### src/rtl/mosa_pkg.sv
// Shared constants for the multichannel oversample averager.
// Used by mosa_div, multichannel_oversample_averager and the verif files; no dependencies.
package mosa_pkg;

  localparam int CHANNELS_DEF   = 8;
  localparam int COUNT_BITS_DEF = 16;

  localparam int CH_W       = 3;
  localparam int WORD_W     = 16;
  localparam int SUM_W      = 32;
  localparam int FRAC_BITS  = 8;
  localparam int NUM_W      = SUM_W + FRAC_BITS;
  localparam int AVG_W      = 20;
  localparam int OUTCNT_W   = 16;
  localparam int ITER_W     = $clog2(NUM_W + 1);
  localparam int DATA_SHIFT = 3;

  localparam logic [WORD_W-1:0] REJECT_MASK = 16'h8007;

  localparam logic OP_SAMPLE = 1'b0;
  localparam logic OP_READ   = 1'b1;

endpackage

### src/rtl/mosa_ram.sv
// Generic single-write, single-read synchronous RAM, registered read data.
// No dependencies.
module mosa_ram #(
  parameter int WIDTH  = 8,
  parameter int DEPTH  = 8,
  parameter int ADDR_W = (DEPTH > 1) ? $clog2(DEPTH) : 1
) (
  input  logic              clk,
  input  logic              we,
  input  logic [ADDR_W-1:0] wr_addr,
  input  logic [WIDTH-1:0]  wr_data,
  input  logic [ADDR_W-1:0] rd_addr,
  output logic [WIDTH-1:0]  rd_data
);

  logic [WIDTH-1:0] mem [DEPTH];

  always_ff @(posedge clk) begin
    if (we) begin
      mem[wr_addr] <= wr_data;
    end
    rd_data <= mem[rd_addr];
  end

endmodule

### src/rtl/mosa_div.sv
// Restoring bit-serial divider, one quotient bit per cycle.
// Depends on mosa_pkg.
module mosa_div #(
  parameter int CNT_W = mosa_pkg::COUNT_BITS_DEF
) (
  input  logic                       clk,
  input  logic                       rst,
  input  logic                       start,
  input  logic [mosa_pkg::NUM_W-1:0] numer,
  input  logic [CNT_W-1:0]           denom,
  output logic                       done,
  output logic [mosa_pkg::AVG_W-1:0] quot
);
  import mosa_pkg::*;

  logic              busy;
  logic [ITER_W-1:0] iter;
  logic [CNT_W-1:0]  rem;
  logic [CNT_W-1:0]  den;
  logic [NUM_W-1:0]  nq;
  logic [CNT_W:0]    trial;
  logic [CNT_W:0]    diff;
  logic              ge;

  always_comb begin
    trial = {rem, nq[NUM_W-1]};
    ge    = trial >= {1'b0, den};
    diff  = trial - {1'b0, den};
  end

  always_ff @(posedge clk) begin
    if (rst) begin
      busy <= 1'b0;
      done <= 1'b0;
    end else begin
      done <= 1'b0;
      if (start) begin
        busy <= 1'b1;
        iter <= ITER_W'(NUM_W);
        rem  <= '0;
        den  <= denom;
        nq   <= numer;
      end else if (busy) begin
        rem  <= ge ? diff[CNT_W-1:0] : trial[CNT_W-1:0];
        nq   <= {nq[NUM_W-2:0], ge};
        iter <= iter - ITER_W'(1);
        if (iter == ITER_W'(1)) begin
          busy <= 1'b0;
          done <= 1'b1;
        end
      end
    end
  end

  assign quot = nq[AVG_W-1:0];

endmodule

### src/rtl/multichannel_oversample_averager.sv
// Per-channel oversampling accumulator with read-and-clear averaging.
// Depends on mosa_pkg, mosa_ram and mosa_div.
//
// Each input word is a sample or a read request for one channel. Sums and
// counts live in one RAM entry per channel; per-entry valid flops make all
// entries read as zero straight out of reset, so no clearing pass is needed.
// A sample (accepted or rejected) goes from acceptance through S_LOOK, where
// the RAM read and update happen, and S_DONE to the output register; a read
// of a non-empty channel also waits in S_DIV for the 40-step bit-serial
// divider. One word is in flight at a time; the output register holds a
// finished result while the next input word is accepted.
module multichannel_oversample_averager #(
  parameter int CHANNELS   = mosa_pkg::CHANNELS_DEF,
  parameter int COUNT_BITS = mosa_pkg::COUNT_BITS_DEF
) (
  input  logic                          clk,
  input  logic                          rst,
  input  logic                          in_valid,
  output logic                          in_stall,
  input  logic                          op,
  input  logic [mosa_pkg::CH_W-1:0]     channel,
  input  logic [mosa_pkg::WORD_W-1:0]   raw_word,
  output logic                          out_valid,
  input  logic                          out_stall,
  output logic                          valid_res,
  output logic [mosa_pkg::AVG_W-1:0]    average,
  output logic [mosa_pkg::OUTCNT_W-1:0] sample_count
);
  import mosa_pkg::*;

  localparam int AW    = (CHANNELS > 1) ? $clog2(CHANNELS) : 1;
  localparam int ENT_W = SUM_W + COUNT_BITS;

  typedef enum logic [1:0] {S_IDLE, S_LOOK, S_DIV, S_DONE} state_t;

  state_t              state;
  logic                op_q;
  logic [AW-1:0]       ch_q;
  logic                oor_q;
  logic [WORD_W-1:0]   raw_q;
  logic [CHANNELS-1:0] ent_valid;
  logic                pend_vld;
  logic [AVG_W-1:0]    pend_avg;
  logic [OUTCNT_W-1:0] pend_cnt;

  logic [ENT_W-1:0]      rd_data;
  logic [ENT_W-1:0]      wr_data;
  logic                  ram_we;
  logic [SUM_W-1:0]      cur_sum;
  logic [COUNT_BITS-1:0] cur_cnt;
  logic [COUNT_BITS-1:0] cnt_inc;
  logic [COUNT_BITS-1:0] cnt_new;
  logic [SUM_W-1:0]      new_sum;
  logic                  div_start;
  logic                  div_done;
  logic [AVG_W-1:0]      div_quot;
  logic                  res_vld;
  logic [OUTCNT_W-1:0]   res_cnt;
  logic                  out_free;

  assign in_stall = (state != S_IDLE);
  assign out_free = !out_valid || !out_stall;

  mosa_ram #(
    .WIDTH (ENT_W),
    .DEPTH (CHANNELS)
  ) u_ram (
    .clk     (clk),
    .we      (ram_we),
    .wr_addr (ch_q),
    .wr_data (wr_data),
    .rd_addr (AW'(channel)),
    .rd_data (rd_data)
  );

  mosa_div #(
    .CNT_W (COUNT_BITS)
  ) u_div (
    .clk   (clk),
    .rst   (rst),
    .start (div_start),
    .numer ({cur_sum, {FRAC_BITS{1'b0}}}),
    .denom (cur_cnt),
    .done  (div_done),
    .quot  (div_quot)
  );

  always_comb begin
    cur_sum   = ent_valid[ch_q] ? rd_data[ENT_W-1:COUNT_BITS] : '0;
    cur_cnt   = ent_valid[ch_q] ? rd_data[COUNT_BITS-1:0] : '0;
    cnt_inc   = cur_cnt + COUNT_BITS'(1);
    cnt_new   = (cnt_inc == '0) ? COUNT_BITS'(1) : cnt_inc;
    new_sum   = ((cnt_inc == '0) ? '0 : cur_sum) + SUM_W'(raw_q >> DATA_SHIFT);
    ram_we    = 1'b0;
    wr_data   = '0;
    div_start = 1'b0;
    res_vld   = 1'b0;
    res_cnt   = '0;
    if (state == S_LOOK && !oor_q) begin
      if (op_q == OP_SAMPLE) begin
        if ((raw_q & REJECT_MASK) != '0) begin
          res_cnt = OUTCNT_W'(cur_cnt);
        end else begin
          ram_we  = 1'b1;
          wr_data = {new_sum, cnt_new};
          res_vld = 1'b1;
          res_cnt = OUTCNT_W'(cnt_new);
        end
      end else if (cur_cnt != '0) begin
        ram_we    = 1'b1;
        div_start = 1'b1;
        res_vld   = 1'b1;
        res_cnt   = OUTCNT_W'(cur_cnt);
      end
    end
  end

  always_ff @(posedge clk) begin
    if (rst) begin
      state     <= S_IDLE;
      out_valid <= 1'b0;
      ent_valid <= '0;
    end else begin
      if (ram_we) begin
        ent_valid[ch_q] <= 1'b1;
      end
      if (out_valid && !out_stall && state != S_DONE) begin
        out_valid <= 1'b0;
      end
      unique case (state)
        S_IDLE: begin
          if (in_valid) begin
            op_q  <= op;
            ch_q  <= AW'(channel);
            oor_q <= (32'(channel) >= CHANNELS);
            raw_q <= raw_word;
            state <= S_LOOK;
          end
        end
        S_LOOK: begin
          pend_vld <= res_vld;
          pend_cnt <= res_cnt;
          pend_avg <= '0;
          state    <= div_start ? S_DIV : S_DONE;
        end
        S_DIV: begin
          if (div_done) begin
            pend_avg <= div_quot;
            state    <= S_DONE;
          end
        end
        S_DONE: begin
          if (out_free) begin
            out_valid    <= 1'b1;
            valid_res    <= pend_vld;
            average      <= pend_avg;
            sample_count <= pend_cnt;
            state        <= S_IDLE;
          end
        end
        default: state <= S_IDLE;
      endcase
    end
  end

`ifndef ASSERT_OFF
  a_accept_busy: assert property (@(posedge clk) disable iff (rst)
    (in_valid && !in_stall) |=> (state == S_LOOK))
    else $error("accepted word did not start a lookup");

  a_write_in_look: assert property (@(posedge clk) disable iff (rst)
    ram_we |-> (state == S_LOOK))
    else $error("RAM write outside lookup");

  a_div_done_state: assert property (@(posedge clk) disable iff (rst)
    div_done |-> (state == S_DIV))
    else $error("divider finished while not waiting");

  a_avg_valid: assert property (@(posedge clk) disable iff (rst)
    (out_valid && average != '0) |-> valid_res)
    else $error("nonzero average on invalid result");
`endif

endmodule

### config.mk
export PLATFORM = sky130hd
export DESIGN_NAME = multichannel_oversample_averager
export DESIGN_NICKNAME = d
export VERILOG_FILES = /design/src/rtl/mosa_pkg.sv /design/src/rtl/mosa_ram.sv /design/src/rtl/mosa_div.sv /design/src/rtl/multichannel_oversample_averager.sv
export SDC_FILE = /design/constraint.sdc
export NUM_CORES = 1
export LEC_CHECK = 0
export BUFFER_PORTS_ARGS = -buffer_cell sky130_fd_sc_hd__buf_2
export CELL_PAD_IN_SITES_DETAIL_PLACEMENT = 0
export CELL_PAD_IN_SITES_GLOBAL_PLACEMENT = 1
export CORE_AREA = 2 2 299 301
export CTS_BUF_LIST = sky130_fd_sc_hd__clkbuf_8
export DETAILED_ROUTE_END_ITERATION = 10
export DIE_AREA = 0 0 301 303
export GPL_TIMING_DRIVEN = 0
export PLACE_DENSITY_LB_ADDON = 0.1
export SLEW_MARGIN = 20
export SYNTH_ARGS = -nofsm -noshare
export SYNTH_HDL_FRONTEND = slang
export SYNTH_HIERARCHICAL = 1
export SYNTH_SLANG_ARGS = --single-unit
### constraint.sdc
create_clock -name clk -period 9.6 [get_ports clk]
set_clock_uncertainty 0.2 [all_clocks]
set_input_delay 2.4 -clock clk [delete_from_list [all_inputs] [get_ports clk]]
set_output_delay 2.4 -clock clk [all_outputs]
set_load 0.1 [all_outputs]
# --- Yosys cells after proc, flatten, opt, wreduce, memory -nomap -nowiden ---
# Memory sizes are Yosys's and may differ from the RTL's. A register that Yosys moved wholly into a read port is not among the register bits.
# Cells that the tools add are included.
classes:
  n_addsub: 4
  order_cmp: 3
  n_eq_ne: 8
  mux: 41
  n_bitwise: 3
  reduce_logical: 21
op_table:
  columns: ["cell", "n"]
  rows:
  - ["2-to-1 mux 48 bit", 3]
  - ["2-to-1 mux 16 bit", 7]
  - ["2-to-1 mux 40 bit", 2]
  - ["2-to-1 mux 32 bit", 2]
  - ["one-hot mux 20 bit (2 select lines)", 1]
  - ["adder 32 x 13 -> 32 bit", 1]
  - ["nonzero test 16 bit", 2]
  - ["2-to-1 mux 20 bit", 1]
  - ["2-to-1 mux 1 bit", 18]
  - [">= comparator 17 x 16 -> 1 bit", 1]
  - ["adder 16 x 1 -> 16 bit, second input constant", 1]
  - ["logical NOT 16 bit", 1]
  - ["subtractor 16 bit", 1]
  - ["AND reduction 3 bit", 4]
  - ["OR 8 bit", 1]
  - ["one-hot mux 2 bit (4 select lines)", 1]
  - ["== test 6 x 1 -> 1 bit, second input constant", 1]
  - ["2-to-1 mux 2 bit", 3]
  - ["2-to-1 mux 6 bit", 1]
  - ["!= test 2 bit, second input constant", 3]
  - ["AND reduction 2 bit", 3]
  - ["nonzero test 2 bit", 3]
  - ["subtractor 6 x 1 -> 6 bit, second input constant", 1]
  - ["== test 2 bit, second input constant", 2]
  - ["12 further kinds", 16]
word_totals:
  register_bits: 185
  mem_bits_rw: 384
  input_bits: 24
  output_inout_bits: 39
  wordCells: 100
  n_memories: 1
mem_list:
  columns: ["name", "depth", "width", "read_ports", "rd_clocked_by_memory_dff", "write_ports", "line_no", "source"]
  rows:
  - ["u_ram.mem", 8, 48, 1, 1, 1, "mosa_ram.sv:16", "logic [WIDTH-1:0] mem [DEPTH];"]

# --- Longest topological paths before layout ---
# Gate-level depths: netlist (run 1).
depth:
  depth_word: 10
  mapped_depth: 28
  ltp_nobuf: 22

# --- Modules after synthesis ---
# Netlist (run 1), hierarchy kept.
modules_own_cells:
  columns: ["module", "instances", "cells_per_inst", "area_each_um2"]
  rows:
  - ["mosa_ram", 1, 616, 15620.0]
  - ["multichannel_oversample_averager", 1, 603, 6153.4]
  - ["mosa_div", 1, 353, 4375.4]

# --- Worst setup path before layout (run 1) ---
# No wires, ideal clock.
synth_timing:
  path_type: "reg2reg"
  startpoint: "register ch_q[1]"
  endpoint: "memory u_ram/mem[4][0] (netlist name) (enable)"
  arrival_ns: 5.973
  required_ns: 8.887
  slack_ns: 2.915
  stages_incl_launch_ff: 13
  n_path_buf: 2
  cell_sequence: "edfxtp_1 > or3b_4 > a21oi_4 > or3_4 > buf_6 > clkbuf_1 > and2_1 > inv_1 > ha_1 > a211o_1 > nand2_1 > nand2_1 > nor3_1"
synth_via:
  elab_chain_len: 9
synth_lines:
  columns: ["item", "line_no", "source"]
  rows:
  - ["from (decl)", "multichannel_oversample_averager.sv:38", "logic [AW-1:0] ch_q;"]
  - ["from (signal assigned)", "multichannel_oversample_averager.sv:134", "ch_q <= AW'(channel);"]
  - ["binary-select mux 1 bit (select 3 bit)", "multichannel_oversample_averager.sv:90", "cur_cnt = ent_valid[ch_q] ? rd_data[COUNT_BITS-1:0] : '0;"]
  - ["2-to-1 mux 1 bit (implied by the code)", "multichannel_oversample_averager.sv:90", null]
  - ["2-to-1 mux 16 bit", "multichannel_oversample_averager.sv:90", null]
  - ["via cur_cnt[1]", "multichannel_oversample_averager.sv:50", "logic [COUNT_BITS-1:0] cur_cnt;"]
  - ["nonzero test 16 bit", "multichannel_oversample_averager.sv:109", "end else if (cur_cnt != '0) begin"]
  - ["2-to-1 mux 1 bit", "multichannel_oversample_averager.sv:109", null]
  - ["2-to-1 mux 1 bit", "multichannel_oversample_averager.sv:100", "if (op_q == OP_SAMPLE) begin"]
  - ["2-to-1 mux 1 bit", null, null]
  - ["via ram_we", "multichannel_oversample_averager.sv:48", "logic ram_we;"]
  - ["2-to-1 mux 1 bit", "mosa_ram.sv:19", "if (we) begin"]
  - ["2-to-1 mux 1 bit (implied by the code)", "mosa_ram.sv:20", "mem[wr_addr] <= wr_data;"]
  - ["to (decl)", "mosa_ram.sv:16", null]
# The timed path passes the listed nets, and every way through them passes these cells. The select of a mux whose other input is x is not followed.

# --- Worst setup path in the final report (run 1) ---
layout_timing:
  startpoint: "register ch_q[1]"
  endpoint: "memory u_ram/mem[1][41] (netlist name), data pin"
layout_via:
  elab_chain_len: 10
layout_lines:
  columns: ["item", "line_no", "source"]
  rows:
  - ["binary-select mux 1 bit (select 3 bit)", "multichannel_oversample_averager.sv:90", null]
  - ["2-to-1 mux 1 bit (implied by the code)", "multichannel_oversample_averager.sv:90", null]
  - ["2-to-1 mux 16 bit", "multichannel_oversample_averager.sv:90", null]
  - ["via cur_cnt[0]", "multichannel_oversample_averager.sv:50", null]
  - ["adder 16 x 1 -> 16 bit", "multichannel_oversample_averager.sv:91", "cnt_inc = cur_cnt + COUNT_BITS'(1);"]
  - ["logical NOT 16 bit", "multichannel_oversample_averager.sv:93", "new_sum = ((cnt_inc == '0) ? '0 : cur_sum) + SUM_W'(raw_q >> DATA_SHIFT);"]
  - ["2-to-1 mux 32 bit", "multichannel_oversample_averager.sv:93", null]
  - ["adder 32 x 13 -> 32 bit", "multichannel_oversample_averager.sv:93", null]
  - ["2-to-1 mux 48 bit", "multichannel_oversample_averager.sv:101", "if ((raw_q & REJECT_MASK) != '0) begin"]
  - ["2-to-1 mux 48 bit", "multichannel_oversample_averager.sv:100", null]
  - ["2-to-1 mux 48 bit", "multichannel_oversample_averager.sv:99", "if (state == S_LOOK && !oor_q) begin"]
  - ["via wr_data[41]", "multichannel_oversample_averager.sv:47", "logic [ENT_W-1:0] wr_data;"]
# The timed path passes the listed nets, and every way through them passes these cells. The select of a mux whose other input is x is not followed.

==> metrics.md, run 1 <==
| Metric | Value |
|---|---|
| Status | completed |
| Pwr Density | between 150 and 200 mW/mm^2 |
| Die ar. | around 0.09 mm^2 |
| Starting Density | 0.297 |
| Critical R2R Launch | ch_q[1] |
| Slowest CP cell | o31ai_1 |
| Seq/Total Area, Yosys | 0.685 |
| Total Power | approximately 0.0057 W |
| Tightest Pin Transition | around 1000 ps |
| Site Rows | ~110 |
| R2R cell count | 23 |
| 1st-pass router iterations | 5 |
| Syn Inst Count | 1,572 |
| Fraction of registers with async set/reset | 0 |
| Cts repair resizes | 0 |
| Largest net degree at the start of global routing | 22 |
| Clock root cell | clkbuf_8 |
| Final Cycle Share | 0.939 |
| Buffers plus inverters on the worst setup path | 4 |
| 1st-iter DRT viols | a little under 1,000 |
| Cell area after layout | just over 0.03 mm^2 |
| Routed Antenna Nets | 0 |
| Placeable core region | slightly below 0.09 mm^2 |
| Hold Crit Start | pend_cnt[9] |
| Max Cap Violations | 0 |
| Setup slack, reg-to-reg | between 500 and 600 ps |
| Syn Area/Cell | between 15 and 20 um^2 |
| Post-CTS Setup Bufs | 0 |
| Count of pins over their slew limit | 0 |
| Post-DP HPWL | 47.1 mm |
| Count of endpoints failing setup in the final report | 0 |
| Clk_lat worst skew | between 700 and 800 ps |
| CTS tree | yes |
| Final total negative setup slack | 0 ps |
| EDFF count, synth | approximately 560 |
| Fmax | 111 MHz |
| Clock transition at path regs | 60 ps |
| Mapped cell area | 0.0261 mm^2 |
| CP startpoint kind | flop |
| Setup CP Type | flop to flop |
| Crit path depth | 23 |
| Period minus WS final | around 9000 ps |
| Share of cells above drive strength 1 | 0.285 |
| First-pass GRT wire length | between 100 and 150 mm |
| Vias in the first global route | between 15,000 and 20,000 |
| Drt via density | 4.70 |
| Yosys reg bits | approximately 600 |
| Top_reg_cell synth | edfxtp_1 |
| Final Wtd Congestion | approximately 0.78 |
| Hold Slack | about 220 ps |
| Util after Layout | 0.351 |
| WL/cell | roughly 22 um |
| Post-CTS Hold Fix Bufs | 0 |
| CP endpoint kind | flop |
| Nets | ~1,900 |
| Yosys synthesis warning count | 6 |
| Fin. Hold Viols | 0 |
| Worst flop-to-flop path endpoint | u_ram/mem[1][41] |
| CTS Buffer Depth | 3 |
| RSZ-0062 raised after global routing | no |
| Arr. time, crit path | slightly above 9000 ps |
| CP top delay family | simple AND/OR/NAND/NOR gates |
| Via count | roughly 14,000 |
| Residual DRC count | 0 |
| Critical Path RT | 9780 ps |
| Peak VDD IR | 0.000123 V |
| Placed cell areas | 0.0287 mm^2 |
| Synth unique cells | slightly below 90 |
| Critical Path End | u_ram/mem[1][41] |
| Ports | between 60 and 70 |
| Die height | 303 um |
| Die X | roughly 300 um |
| CP Launch Point | ch_q[1] |
| Relative slew margins | 0.310 |
| # clock sinks | about 620 |
| Crit path cell chain | or3b_4 > a21oi_4 > or3_4 > buf_6 > nand2_1 > inv_1 > ha_1 > nand4_1 > nor2_1 > a21boi_0 > nor4_2 > and3_4 > buf_6 > nand2b_1 > inv_1 > ha_1 > a211oi_1 > o21ai_0 > a211oi_1 > o31ai_1 > nand2_1 > or4_1 > a21oi_1 |
| Leakage power | between 9 and 10 nW |
| Worst Hold Class | flop to flop |
| Crit path largest cell delay | ~880 ps |
| TritonCTS Buffers | ~110 |
| Port Buffers | 62 |
| Remaining Overflow, GRT | 0 |
| Final wirelength | 68.4 mm |
| Crit-path max FO | 19 |
| H-tree Lvls | 3 |
| All-Layer GR Usage | 0.152 |
| Initial antenna violation count | 3 |
| Layout area overhead | 18.2% |
==> how the worst min path moves through the flow <==
stage	cells past startpoint	slack (ps)	end
after detailed placement	0	200	sample_count[9]
after CTS	0	220	sample_count[14]
after global placement	0	200	sample_count[8]
after global routing	0	230	average[6]
after floorplan	0	200	average[0]
final	0	220	sample_count[9]
==> cell usage after synthesis, drive strengths merged, types with 16 or more instances <==
master    n  area, um^2
edfxtp  556       16700
xor2     21         184
nor3     18        90.1
xnor2    19         166
nor2b    18         113
and3     16         105
inv      47         176
mux4     96        2170
ha       37         463
buf      61         472
dfxtp    61        1220
mux2     91        1170
nand3    34         170
nor2     90         338
clkbuf   28         105
o21ai    32         164
nand2    52         200
a21oi    50         269
and2     65         409
==> state kept, by name (all words and copies together), names as in the netlist <==
signal	cells
u_div/iter	6
u_div/den	16
u_div/busy	1
pend_avg	20
u_div/nq	40
state	2
u_div/rem	16
ent_valid	8
op_q	1
average	20
raw_q	16
valid_res	1
sample_count	16
out_valid	1
u_div/done	1
u_ram/rd_data	48
ch_q	3
pend_vld	1
u_ram/mem	384
pend_cnt	16
==> metrics by stage <==
| step | instances | worst slack [ps] |
|---|---|---|
| global placement | 2806 | -3360 |
| CTS | 3058 | 596 |
| detailed placement | 2853 | -190 |
| floorplan | 1579 | 2910 |
| global route | 3059 | 155 |
| finish | 3059 | 585 |
==> area by class of cell <==
cell class                      instances  area [um^2]
Antenna cell                            1         2.50
Buffer                                 88          574
Clock buffer                          117         1610
Clock inverter                         89          563
Fill cell                            8473        57000
Inverter                               48          180
Multi-Input combinational cell        825         7590
Sequential cell                       617        17900
Tap cell                             1165         1460
Timing Repair Buffer                  109         1020
==> layer usage <==
layer / vias up / part of all wire / GRT usage
met5: - / 0 / 0
met3: 117 / 0.043 / 0.0289
li1: 6579 / - / -
met4: 0 / 0.024 / 0.0434
met2: 317 / 0.46 / 0.241
met1: 7374 / 0.47 / 0.213
==> where the power goes <==
group | switching [W] | total [W] | leakage (nW) | internal, W
combinational | 0.000216 | 0.000311 | 3.64 | 0.0000956
clock | 0.00111 | 0.00243 | 1.26 | 0.00131
sequential | 0.0000245 | 0.00299 | 4.88 | 0.00297
==> placed cells by master (no fill, tap or decap), types with 26 or more instances in the layout <==
master    count
inv_1        84
and2_1       63
a21oi_1      47
buf_4        40
nor2_1       80
ha_1         37
mux4_2       93
nand3_1      34
mux2_4       40
dfxtp_1      61
mux2_2       49
clkbuf_1     26
o21ai_0      31
buf_2        86
edfxtp_1    556
nand2_1      50
clkbuf_8    117
==> cells by family (layout without fill, tap and decap cells) <==
group	count (synthesis)	in the layout	share of synthesized area
AO/OA/AOI/OAI	184	184	0.0482
XOR/XNOR	40	40	0.0134
adder cells (fa/ha/maj)	39	39	0.0192
buffers and inverters	137	451	0.0289
flip-flops	617	617	0.685
multiplexers	192	192	0.130
other	1	9	0.000143
AND/OR/NAND/NOR	362	362	0.0749
Power figures use the tool's default switching activity.
==> run 2, diff against run 1 <==
--- a/config.mk
+++ b/config.mk
@@ -12,7 +12,6 @@
 export CTS_BUF_LIST = sky130_fd_sc_hd__clkbuf_8
 export DETAILED_ROUTE_END_ITERATION = 10
 export DIE_AREA = 0 0 301 303
-export GPL_TIMING_DRIVEN = 0
 export PLACE_DENSITY_LB_ADDON = 0.1
 export SLEW_MARGIN = 20
 export SYNTH_ARGS = -nofsm -noshare
==> run 2 against run 1 <==
Effect of this change: worst setup slack better by 1500 ps; register-to-register slack better by 1500 ps; core utilization is 1.3 points lower; non-clock buffer count is 111 lower; critical path depth is 3 lower; flip-flop and latch count stayed put; critical path type unchanged; critical endpoint is now u_ram/mem[4][42]; highest routed layer unchanged.
==> metrics.md, run 2 (same netlist as run 1, synthesis figures left out) <==
| Metric | Value |
|---|---|
| Status | completed |
| Most common cell after layout, fill and taps aside | edfxtp_1 |
| Clk_lat worst skew | 710 ps |
| # clock sinks | roughly 620 |
| CP endpoint kind | flop |
| WL/cell | 22.1 um |
| Cts repair resizes | 0 |
| Crit-path max FO | 57 |
| Worst slack at placement | between 1500 and 2000 ps |
| Fillers | 8,468 |
| Critical Path End | u_ram/mem[4][42] |
| Top Registers | u_ram/mem (384), u_ram/rd_data (48), u_div/nq (40) |
| Count of pins over their slew limit | 0 |
| Peak VDD IR | ~0.000084 V |
| Max Cap Violations | 0 |
| Part of the power in registers | 0.535 |
| Final Wtd Congestion | around 0.74 |
| Most frequent cells in the layout | edfxtp_1 (556), clkbuf_8 (122), mux4_2 (93) |
| Relative slew margins | 0.304 |
| Leakage power | 9.20 nW |
| Port Buffers | just over 60 |
| Die height | between 300 and 400 um |
| Fin. Hold Viols | 0 |
| Placeable core region | between 0.08 and 0.09 mm^2 |
| Setup slack, reg-to-reg | about 2000 ps |
| Cell area after layout | around 0.030 mm^2 |
| CTS tree | yes |
| CP Launch Point | ch_q[1] |
| Die ar. | slightly above 0.09 mm^2 |
| Residual DRC count | 0 |
| TritonCTS Buffers | 110 |
| CTS Buffer Depth | 3 |
| Via count | roughly 14,000 |
| Final wirelength | 65.3 mm |
| Largest net degree at the start of global routing | 58 |
| Layout area overhead | 13.8% |
| Post-CTS Setup Bufs | 0 |
| Worst flop-to-flop path endpoint | u_ram/mem[4][42] |
| Max reg flops | approximately 380 |
| Site Rows | ~110 |
| Post-DP HPWL | about 39 mm |
| First-pass GRT wire length | between 90 and 100 mm |
| Placed cell areas | around 0.028 mm^2 |
| Worst setup margin | approximately 2000 ps |
| Arr. time, crit path | 7770 ps |
| Worst Hold Class | flop to flop |
| Drt via density | 4.72 |
| Setup CP Type | flop to flop |
| Clock share of power | 0.414 |
| Pwr Density | between 150 and 200 mW/mm^2 |
| Count of endpoints failing setup in the final report | 0 |
| Initial antenna violation count | 2 |
| CP startpoint kind | flop |
| Total Power | about 0.0056 W |
| Share of cells above drive strength 1 | 0.253 |
| Period minus WS final | 7550 ps |
| Die X | ~300 um |
| Sw power | roughly 0.0013 W |
| Top reg by flops | u_ram/mem |
| RSZ-0062 raised after global routing | no |
| Nets | about 1,800 |
| H-tree Lvls | 3 |
| Fmax | 132 MHz |
| Remaining Overflow, GRT | 0 |
| Final total negative setup slack | 0 ps |
| Critical R2R Launch | ch_q[1] |
| Hold Slack | roughly 220 ps |
| Post-CTS Hold Fix Bufs | 0 |
| Clock root cell | clkbuf_8 |
| R2R cell count | 20 |
| Tightest Pin Transition | 1040 ps |
| All-Layer GR Usage | 0.144 |
| Critical Path RT | around 10000 ps |
| Comb power frac | 0.051 |
| Final Cycle Share | 0.787 |
| Clock transition at path regs | ~60 ps |
| Ports | between 60 and 70 |
| 1st-iter DRT viols | 893 |
| Vias in the first global route | 14,467 |
| Starting Density | 0.297 |
| Routed Antenna Nets | 0 |
| 1st-pass router iterations | 5 |
| Internal | 0.00429 W |
| Sw Ratio | 0.234 |
==> run 2: changes by cell type in the layout (fill, tap and decap cells not counted), sizes merged <==
cell / before / now
diode: 1 / 4
inv: 86 / 89
clkinv: 42 / 37
bufinv: 7 / 3
clkbuf: 144 / 122
buf: 170 / 86
==> run 2: stage by stage <==
stage | cells | util
2_1_floorplan | 1579 | -
3_3_place_gp | 2741 | 0.314
3_5_place_dp | 2741 | 0.314
4_1_cts | 2946 | 0.338
5_1_grt | 2947 | 0.338
6_report | 2950 | 0.338
==> run 2: final cells by class <==
cell class,instances,area [um^2],area share
multi-input combinational,825,7590,0.255
timing repair buffer,86,502,0.0169
inverter,48,180,0.00605
clock inverter,83,423,0.0142
clock buffer,122,1680,0.0564
sequential,617,17900,0.602
tap,1165,1460,0.0490
antenna,4,10.0,0.000336
==> run 2: worst min path at each step <==
stage / startpoint / end / slack, ps / depth (start not counted)
floorplan: pend_avg[0] / average[0] / 200 / 0
global placement: pend_cnt[8] / sample_count[8] / 210 / 0
detailed placement: pend_avg[15] / average[15] / 200 / 0
CTS: pend_avg[15] / average[15] / 220 / 0
global route: pend_avg[15] / average[15] / 220 / 0
finish: pend_avg[15] / average[15] / 220 / 0
==> run 2: critical path, stage by stage, from the launching register on <==
cell,delay [ps]
edfxtp_1,570
or3b_4,450
a21oi_4,270
or3_4,600
nand2_1,230
inv_1,120
ha_1,240
nand4_1,150
nor2_1,260
a21boi_0,160
nor4_2,440
and3_4,480
nor2b_1,100
ha_1,330
nor2b_1,230
o31ai_1,170
a211o_1,340
nand3_1,170
nand3_1,550
or4_1,680
a21oi_1,490
==> run 2: layer usage <==
layer | GRT usage | share of wire | up-vias
met3 | 0.0259 | 0.033 | 101
met1 | 0.202 | 0.48 | 7177
met5 | 0 | 0 | -
met4 | 0.0411 | 0.022 | 0
met2 | 0.230 | 0.46 | 270
li1 | - | - | 6363
==> run 2: power by group through the flow <==
| stage | sequential [W] | combinational, W | clock (W) |
|---|---|---|---|
| CTS | 0.00300 | 0.000295 | 0.00241 |
| global route | 0.00300 | 0.000314 | 0.00254 |
| finish | 0.00300 | 0.000287 | 0.00232 |
| global placement | 0.00305 | 0.000294 | 0 |
| detailed placement | 0.00305 | 0.000295 | 0 |
| floorplan | 0.00308 | 0.000176 | 0 |
